`src/hw/rtl/okvt_pkg.sv`:
```
// ----------------------------------------------------------------------------
// okvt_pkg: shared types and constants for the ordered key/value table
// Opcodes, fixed port field widths and the per-cell command word.
// ----------------------------------------------------------------------------
package okvt_pkg;

  localparam int OPC_W = 3;
  localparam int KEY_W = 32;
  localparam int VAL_W = 32;
  localparam int POS_W = 6;
  localparam int CNT_W = 7;

  localparam logic [OPC_W-1:0] OP_CONTAINS = 3'd0;
  localparam logic [OPC_W-1:0] OP_INSERT   = 3'd1;
  localparam logic [OPC_W-1:0] OP_UPDATE   = 3'd2;
  localparam logic [OPC_W-1:0] OP_UPSERT   = 3'd3;
  localparam logic [OPC_W-1:0] OP_ERASE    = 3'd4;
  localparam logic [OPC_W-1:0] OP_GET_KEY  = 3'd5;
  localparam logic [OPC_W-1:0] OP_GET_POS  = 3'd6;

  localparam logic [CNT_W-1:0] CAP_RESET = 7'd64;

  // Command broadcast to every cell of the chain.
  typedef struct packed {
    logic match;  // compare stored key, latch hit and position select
    logic ins;    // cell at the tail slot loads the new word
    logic upd;    // matching cell loads the new value
    logic ers;    // cells at or above the erase point take the neighbor's word
  } cell_cmd_t;

endpackage

```
`src/hw/rtl/okvt_cell.sv`:
```
// ----------------------------------------------------------------------------
// okvt_cell: one slot of the table chain
// Holds one key/value word, matches it against the broadcast key and shifts
// in its upper neighbor's word when the entry at or below it is erased.
// ----------------------------------------------------------------------------
module okvt_cell #(
  parameter int IDX        = 0,
  parameter int KEY_BITS   = 32,
  parameter int VALUE_BITS = 32,
  parameter int IW         = 6
) (
  input  logic                        clk,
  input  okvt_pkg::cell_cmd_t         cmd,
  input  logic [KEY_BITS-1:0]         key_bus,
  input  logic [VALUE_BITS-1:0]       val_bus,
  input  logic [okvt_pkg::POS_W-1:0]  pos,
  input  logic [okvt_pkg::CNT_W-1:0]  count,
  input  logic [IW-1:0]               erase_at,
  input  logic [KEY_BITS-1:0]         nxt_key,
  input  logic [VALUE_BITS-1:0]       nxt_val,
  output logic [KEY_BITS-1:0]         key_q,
  output logic [VALUE_BITS-1:0]       val_q,
  output logic                        hit,
  output logic                        at
);

  logic live;
  logic tail;
  logic above;

  assign live  = int'(count) > IDX;
  assign tail  = int'(count) == IDX;
  assign above = IDX >= int'(erase_at);

  always_ff @(posedge clk) begin
    if (cmd.match) begin
      hit <= live && (key_q == key_bus);
      at  <= int'(pos) == IDX;
    end
    if (cmd.ins && tail) begin
      key_q <= key_bus;
      val_q <= val_bus;
    end else if (cmd.upd && hit) begin
      val_q <= val_bus;
    end else if (cmd.ers && above) begin
      key_q <= nxt_key;
      val_q <= nxt_val;
    end
  end

endmodule

```
`config.mk`:
```
export PLATFORM = sky130hd
export DESIGN_NAME = okvt_cell
export DESIGN_NICKNAME = d
export VERILOG_FILES = /design/src/hw/rtl/okvt_pkg.sv /design/src/hw/rtl/okvt_cell.sv
export SDC_FILE = /design/constraint.sdc
export NUM_CORES = 1
export LEC_CHECK = 0
export BUFFER_PORTS_ARGS = -buffer_cell sky130_fd_sc_hd__buf_4
export CORE_MARGIN = 8
export CORE_UTILIZATION = 44
export CTS_CLUSTER_SIZE = 20
export DETAILED_ROUTE_END_ITERATION = 7
export PLACE_DENSITY = 0.83
export SLEW_MARGIN = 10
export SYNTH_ARGS = -nofsm -noshare
export SYNTH_HDL_FRONTEND = slang
export SYNTH_SLANG_ARGS = --single-unit
```
`constraint.sdc`:
```
create_clock -name clk -period 13.1 [get_ports clk]
set_input_delay 3.93 -clock clk [delete_from_list [all_inputs] [get_ports clk]]
set_output_delay 3.93 -clock clk [all_outputs]
set_load 0.02 [all_outputs]
```
==> results of run 1 <==
## per-stage QoR
stage	setup WS [ns]	utilization, %	hold slack (ns)
after floorplan	6.04	-	0.812
after global placement	7.22	69.3	0.762
after detailed placement	7.18	69.3	0.768
after CTS	7.53	72.9	0.792
after global routing	7.45	72.9	0.822
final	7.56	72.9	0.784
## cell families after synthesis
| kind of cell | Yosys count | synth area share [%] |
|---|---|---|
| flops | 66 | 59.3 |
| mux | 64 | 24.8 |
| xor+xnor | 32 | 8.38 |
| simple gates | 20 | 4.49 |
| buf+inv | 6 | 2.02 |
| compound gates | 3 | 1.05 |
## state kept, by name, summed over array words and instances (netlist names)
name	flops
hit	1
at	1
key_q	32
val_q	32
## power by group
part / internal [W] / total, W / switching [W]
Sequential: 0.000239 / 0.000240 / 0.00000150
Combinational: 0.0000512 / 0.0000790 / 0.0000278
Clock: 0.000145 / 0.000225 / 0.0000800
## layer usage
| layer | vias to the layer above | global-route usage [%] | share of wire, % |
|---|---|---|---|
| li1 | 1191 | - | - |
| met1 | 1196 | 18.5 | 34 |
| met2 | 156 | 35.1 | 50 |
| met3 | 19 | 9.97 | 14 |
| met4 | 0 | 9.01 | 2.5 |
| met5 | - | 0 | 0 |
## Yosys cell counts
library cell and count:
a2111oi_0 1, a31oi_4 1, and2_1 1, buf_6 6, edfxtp_1 66, mux2_2 35, mux2_4 29, nand2_1 2
nand3_1 1, nand3_4 1, nand4_1 2, nor3_1 2, nor3_2 1, nor4_1 7, nor4_4 1, nor4b_1 1
o21ai_0 1, or4_1 1, xnor2_1 4, xor2_1 28
## layout make-up
class	instances	area, sq um	share of cell area [%]
Sequential cell	66	1980	37.3
Timing Repair Buffer	220	1650	31.1
Multi-Input combinational cell	119	1300	24.4
Clock inverter	6	129	2.43
Clock buffer	10	128	2.40
Tap cell	99	124	2.33
## final timing paths
check,from,to,slack (ns),depth (start not counted)
min,key_q[18],hit,0.78,3
max,count[1],key_q[13],7.56,5
min reg2reg,key_q[18],hit,0.78,3
max reg2reg,hit,val_q[1],11.20,4
## worst register-to-register path, delay by kind of cell, from the launching register on
kind / cells / cell delay, ns
simple gates: 1 / 0.20
compound gates: 1 / 0.14
buf+inv: 1 / 0.49
flops: 1 / 0.40
mux: 1 / 0.43
==> out/results.ini, run 1 <==
[outcome]
status = completed

[detailed_routing]
finalWirelength_microns = 10500
remaining_drc_errors = 0
viasPerCell = 4.93
final_antenna_net_count = 0
first_pass_iters = 4
drt_iter0_markers = 57
vias = 2562
wire_per_inst_microns = 20.2

[critical_path]
end_kind = flip-flop
crit_path_frequent_cell = buf_4
path_class = in2reg
crit_chain = buf_4 > nor4_4 > nand3_4 > o21ai_2 > buf_4
critPathMaxFanout = 33
crit_path_start_kind = input port
cp_slowest_cell = nand3_4
max_stage_delay_ns = 0.45
cp_num_buf_inv = 2
critical_path_required_ns = 13.09
cp_top_family = simple AND/OR/NAND/NOR gates
critPathArrivalTime_ns = 5.53

[cells_and_area]
stdcell_count = 520
nets = 568
fill_cells = 515
fin_area_sq_mm = 0.00531
antenna_cells = 0
final_common_cell = buf_4
layout_common_cells = buf_4, edfxtp_1, mux2_2, mux2_4, xor2_1
drive_above_1_share_pct = 72.0
area_growth_pct = 58.8

[global_routing]
antenna_found_initial = 0
grt_max_degree = 34
grt-ovfl-total = 0
grt_pass1_vias = 2947
grt_pass1_wl_microns = 15400
grtUsageTotal_pct = 19.7

[yosys]
synth_warnings = 0
netlist.area_leader.share_pct = 59.3
syn_area_per_cell_sq_um = 17.5
synth_area_leaders = edfxtp_1, mux2_4, mux2_2
ys_ff_latch = 66
synthCells = 191
synth_area_sq_mm = 0.00334
synth_top_cell_by_area = edfxtp_1
synth_cell_type_count = 20
seq_area_frac_synth_pct = 59.3
syn-num-nets = 343

[clock_network]
clockBufferDepth = 2
cts-root-buf = clkbuf_8
post_cts_buffers = 0
numCtsBuffers = 9
cts.sinks = 66
path_clk_slew_ns = 0.07
cts_tree = done
ctsHoldBuffers = 0
cts.htree.levels = 3
post_cts_resized = 0
insertion_delay_ns = 0.34

[die]
die_y_microns = 103
core_area_sq_mm = 0.00729
io_pins = 218
rows = 31
die_w_microns = 103
start_util_pct = 45.9
die_area_sq_mm = 0.0106

[timing]
final.setup_skew_ns = 0.00937
hold_viol_final = 0
fmax_mhz = 181
relSlewSlack_pct = 61.1
worst_slew_pin_slew_ns = 0.583
rsz0062_at_grt = false
setup_viol = 0
drv_slew = 0
fin_tns_setup_ns = 0
period_needed_ns = 5.54
post-route-period-util_pct = 42.3

[run]
maxCapViolations = 0

[power]
power.leakage_nw = 2.36
power_w = 0.000544
ir_drop_uv = 66.7
pwr_density_cell_mw_per_mm2 = 102

[placement]
hpwl_microns = 8410
numPortBuffers = 217
dp.cells = 504
place_area_sq_mm = 0.00506
gp_congestion = 0.743

[worst_hold_path]
worstHoldPathType = reg2reg

Power figures use the tool's default switching activity.
==> run 2: changes to the inputs <==
CORE_UTILIZATION = 38   (was 44)
PLACE_DENSITY = 0.76   (was 0.83)
clock period = 4.4 ns   (was 13.1 ns; I/O delays follow)
==> out/results.ini, run 2 (synthesis results as in run 1) <==
[cells_and_area]
nets = 567
fin_area_sq_mm = 0.00523
antenna_cells = 0
regArea_sq_mm = 0.00198
drive_above_1_share_pct = 71.9
final_common_cell = buf_4
multiInputGateArea_sq_mm = 0.00131
fill_cells = 704
final_util_pct = 60.6
reg.largest.list = key_q x32, val_q x32
area_growth_pct = 56.4
layout_common_cells = buf_4, edfxtp_1, mux2_2, mux2_4, xor2_1

[timing]
rsz0062_at_grt = false
relSlewSlack_pct = 28.8
timing.final.ws_setup_ns = 1.39
fmax_mhz = 333
setup_viol = 0
drv_slew = 0
worst_slew_pin_slew_ns = 1.06
post-route-period-util_pct = 68.3
period_needed_ns = 3.01
fin_tns_setup_ns = 0
final.setup_skew_ns = 0.0104
hold_viol_final = 0

[critical_path]
cp_top_family = simple AND/OR/NAND/NOR gates
crit_path_start_kind = input port
cp_num_buf_inv = 1
critPathMaxFanout = 33
path_class = in2reg
cp_slowest_cell = o21ai_4
critPathArrivalTime_ns = 2.95
end_kind = flip-flop
crit_chain = buf_4 > nor4_4 > nand3_4 > o21ai_4
max_stage_delay_ns = 0.58
critical_path_required_ns = 4.35

[run]
maxCapViolations = 0

[detailed_routing]
drt_iter0_markers = 90
dr_wl_met3_microns = 1190
finalWirelength_microns = 10400
vias = 2468
first_pass_iters = 4
remaining_drc_errors = 0
wirelength_met1_microns = 3750
viasPerCell = 4.67
dr_wl_met2_microns = 5410
final_antenna_net_count = 0
top_layer_used = met4
wire_per_inst_microns = 19.7

[clock_network]
cts.sinks = 66
post_cts_resized = 0
numCtsBuffers = 9
path_clk_slew_ns = 0.08
cts.htree.levels = 3
insertion_delay_ns = 0.33
post_cts_buffers = 0
clockBufferDepth = 2
cts-root-buf = clkbuf_8
cts_tree = done
ctsHoldBuffers = 0

[placement]
place_area_sq_mm = 0.00507
hpwl_microns = 8550
gp_congestion = 0.773
place_ws_ns = 1.02
numPortBuffers = 217

[worst_hold_path]
worstHoldPathType = reg2reg

[die]
core_area_sq_mm = 0.00864
io_pins = 218
rows = 34
die_y_microns = 110
die_w_microns = 110
die_area_sq_mm = 0.0121
start_util_pct = 38.7

[global_routing]
antenna_found_initial = 0
grt_max_degree = 34
grtUsageTotal_pct = 16.5
grt_pass1_wl_microns = 14800
grt_pass1_vias = 2751
grt-ovfl-total = 0

[power]
ir_drop_uv = 147
power.switching_w = 0.000319
swShare_pct = 23.1
p_int_w = 0.00107
power.leakage_nw = 2.31
clkPwrFrac_pct = 31.5
pwr_density_cell_mw_per_mm2 = 265
pwr-share-seq_pct = 51.6
p_comb_share_pct = 16.9

[outcome]
status = completed

-- run 2: stage by stage --
stage               hold slack [ns]  instances  total power [W]
global route                  0.816        528          0.00144
floorplan                     0.812        191         0.000821
global placement              0.797        512         0.000960
detailed placement            0.802        512         0.000965
CTS                           0.806        528          0.00140
finish                        0.812        528          0.00138
-- run 2: worst register-to-register path: stages, from the launching register on --
cell,delay (ns)
edfxtp_1,0.39
and2_1,0.22
a31oi_4,0.41
buf_4,0.47
mux2_2,0.39
-- run 2: per-layer routing --
metal	GRT usage (%)	up-vias
met5	0	-
li1	-	1185
met3	6.74	6
met1	17.4	1146
met4	5.30	0
met2	29.2	131
-- run 2: power by group through the flow --
stage          combinational (W)  clock (W)  sequential [W]
2_1_floorplan          0.0000743          0        0.000747
3_3_place_gp            0.000231          0        0.000729
3_5_place_dp            0.000236          0        0.000729
4_1_cts                 0.000237   0.000448        0.000715
5_1_grt                 0.000249   0.000478        0.000716
6_report                0.000234   0.000436        0.000715
-- run 2: layout make-up --
cell class | instances | area share, %
sequential | 66 | 37.9
clock buffer | 11 | 2.51
clock inverter | 5 | 0.598
timing repair buffer | 219 | 31.4
tap | 108 | 2.58
multi-input combinational | 119 | 25.0
-- run 2: path summary, 6_finish.rpt --
path | to | from | cells after the start | slack [ns]
min | hit | key_q[3] | 3 | 0.81
max reg2reg | val_q[31] | hit | 4 | 2.28
max | key_q[16] | count[1] | 4 | 1.39
min reg2reg | hit | key_q[3] | 3 | 0.81
==> run 3: changes to the inputs <==
ABC_AREA = 1   (was default)
CORE_UTILIZATION = 43   (was 38)
PLACE_DENSITY = 0.81   (was 0.76)
clock period = 2.8 ns   (was 4.4 ns; I/O delays follow)
==> out/results.ini, run 3 <==
[yosys]
synth_flop_cell = edfxtp_1
synth_area_leaders = edfxtp_1, nand2_1, nand3_1
netlist.area_leader.share_pct = 57.5
synth_edf_count = 66
synth_top_cell_by_area = edfxtp_1
syn_area_per_cell_sq_um = 8.49
ys_top_cells_by_count = nand2_1, edfxtp_1, inv_1
synth_warnings = 0
yosysMostFrequentCell = nand2_1
synth_area_sq_mm = 0.00345
seq_area_frac_synth_pct = 57.5
synth_cell_type_count = 18
synthCells = 406
ys_ff_latch = 66
syn-num-nets = 558
async_flop_share_pct = 0

[power]
power.leakage_nw = 2.71
ir_drop_uv = 253
clkPwrFrac_pct = 33.9
p_comb_share_pct = 16.1
pwr-share-seq_pct = 50.0
power.switching_w = 0.000526
swShare_pct = 23.4
p_int_w = 0.00172
pwr_density_cell_mw_per_mm2 = 420
power_w = 0.00225

[critical_path]
cp_num_buf_inv = 1
cp_top_family = compound AO/OA/AOI/OAI gates
crit_chain = buf_4 > nor4_1 > nand3_1 > o21ai_4
path_class = in2reg
crit_start = erase_at[5]
worst-r2r-cell-count = 5
crit_path_start_kind = input port
endpoint = key_q[6]
max_stage_delay_ns = 0.84
critPathMaxFanout = 32
critical_path_required_ns = 2.74
critPathArrivalTime_ns = 2.27
critical_path_cell_count = 4
end_kind = flip-flop
cp_slowest_cell = o21ai_4
rr_endpoint = val_q[1]
reg2reg_slack_ns = 0.94
r2r_start = hit

[clock_network]
insertion_delay_ns = 0.33
numCtsBuffers = 9
cts_tree = done
cts-root-buf = clkbuf_8
clockBufferDepth = 2
ctsHoldBuffers = 0
cts.sinks = 66
cts.htree.levels = 3
post_cts_resized = 0
post_cts_buffers = 0
path_clk_slew_ns = 0.07

[global_routing]
grt-ovfl-total = 0
grtUsageTotal_pct = 20.0
grt_pass1_wl_microns = 17900
antenna_found_initial = 0
grt_max_degree = 45
grt_pass1_vias = 3633

[run]
maxCapViolations = 0

[worst_hold_path]
worstHoldPathType = in2reg
hold_start = cmd[3]

[detailed_routing]
wirelength_met1_microns = 4290
first_pass_iters = 4
remaining_drc_errors = 0
dr_wl_met2_microns = 6170
vias = 3498
dr_wl_met3_microns = 978
viasPerCell = 4.78
top_layer_used = met4
final_antenna_net_count = 0
wire_per_inst_microns = 16.1
finalWirelength_microns = 11800
drt_iter0_markers = 168

[timing]
period_needed_ns = 2.34
post-route-period-util_pct = 83.4
drv_slew = 0
rsz0062_at_grt = false
setup_viol = 0
relSlewSlack_pct = 30.8
fmax_mhz = 428
final.setup_skew_ns = 0.00787
fin_tns_setup_ns = 0
hold_viol_final = 0
worst_slew_pin_slew_ns = 1.03

[die]
io_pins = 218
die_y_microns = 106
die_area_sq_mm = 0.0111
rows = 32
die_w_microns = 106
start_util_pct = 44.4
core_area_sq_mm = 0.00777

[cells_and_area]
reg.largest.list = key_q x32, val_q x32
layout_common_cells = buf_4, nand2_1, edfxtp_1, inv_1, nand3_1
area_growth_pct = 55.3
antenna_cells = 0
nets = 777
final_common_cell = buf_4
drive_above_1_share_pct = 38.9

[placement]
gp_congestion = 0.798
numPortBuffers = 217
hpwl_microns = 9410

[outcome]
status = completed

-- run 3: changes by cell type after synthesis, sizes merged, moves of 4 or more --
cell,before,now
inv,0,39
clkbuf,0,4
xnor2,4,9
o21ai,1,30
nor2,0,21
buf,6,11
nor4,8,2
mux2,64,0
nand3,2,37
xor2,28,0
nand2,2,181
-- run 3: kinds of logic after synthesis --
group | Yosys count | share of synthesized area, %
AO/OA/AOI/OAI | 30 | 4.36
AND/OR/NAND/NOR | 247 | 29.0
XOR/XNOR | 9 | 2.29
flip-flops | 66 | 57.5
buffers and inverters | 54 | 6.86
-- run 3: how the worst min path moves through the flow --
stage          endpoint  slack [ns]  cells past startpoint
3_5_place_dp        hit        0.79                      5
6_report            hit        0.73                      1
4_1_cts              at        0.72                      1
3_3_place_gp        hit        0.78                      5
2_1_floorplan       hit        0.88                      5
5_1_grt             hit        0.71                      1
-- run 3: layout make-up --
| class | instances | area, sq um |
|---|---|---|
| fill | 649 | 2410 |
| sequential | 66 | 1980 |
| timing repair buffer | 223 | 1670 |
| multi-input combinational | 286 | 1240 |
| inverter | 39 | 146 |
| tap | 102 | 128 |
| clock buffer | 9 | 124 |
| clock inverter | 7 | 60.1 |
-- run 3: worst reg2reg max path, cell delays in order, from the launching register on --
cell and delay, ns:
edfxtp_1 0.42, nand2_1 0.10, buf_4 0.34, nand2_2 0.47, nand2_1 0.22, nand2_1 0.08
-- run 3: stage by stage --
stage	setup slack [ns]	instance area (sq um)	util, %	instances	hold slack, ns
after global routing	0.312	5350	68.9	732	0.712
final	0.464	5350	68.9	732	0.730
after CTS	0.443	5350	68.9	732	0.716
after floorplan	0.0525	3450	-	406	0.882
after global placement	0.0940	5170	66.6	716	0.782
after detailed placement	0.108	5170	66.6	716	0.785
-- run 3: per-layer routing --
| layer | global-route usage, % | up-vias |
|---|---|---|
| met5 | 0 | - |
| li1 | - | 1744 |
| met4 | 8.34 | 0 |
| met2 | 35.7 | 148 |
| met1 | 21.0 | 1583 |
| met3 | 6.94 | 23 |
-- run 3: power by group through the flow --
stage	Clock (W)	Combinational [W]	Sequential [W]
6_report	0.000764	0.000362	0.00112
5_1_grt	0.000819	0.000397	0.00113
4_1_cts	0.000777	0.000365	0.00112
3_5_place_dp	0	0.000364	0.00115
3_3_place_gp	0	0.000353	0.00115
2_1_floorplan	0	0.000105	0.00117
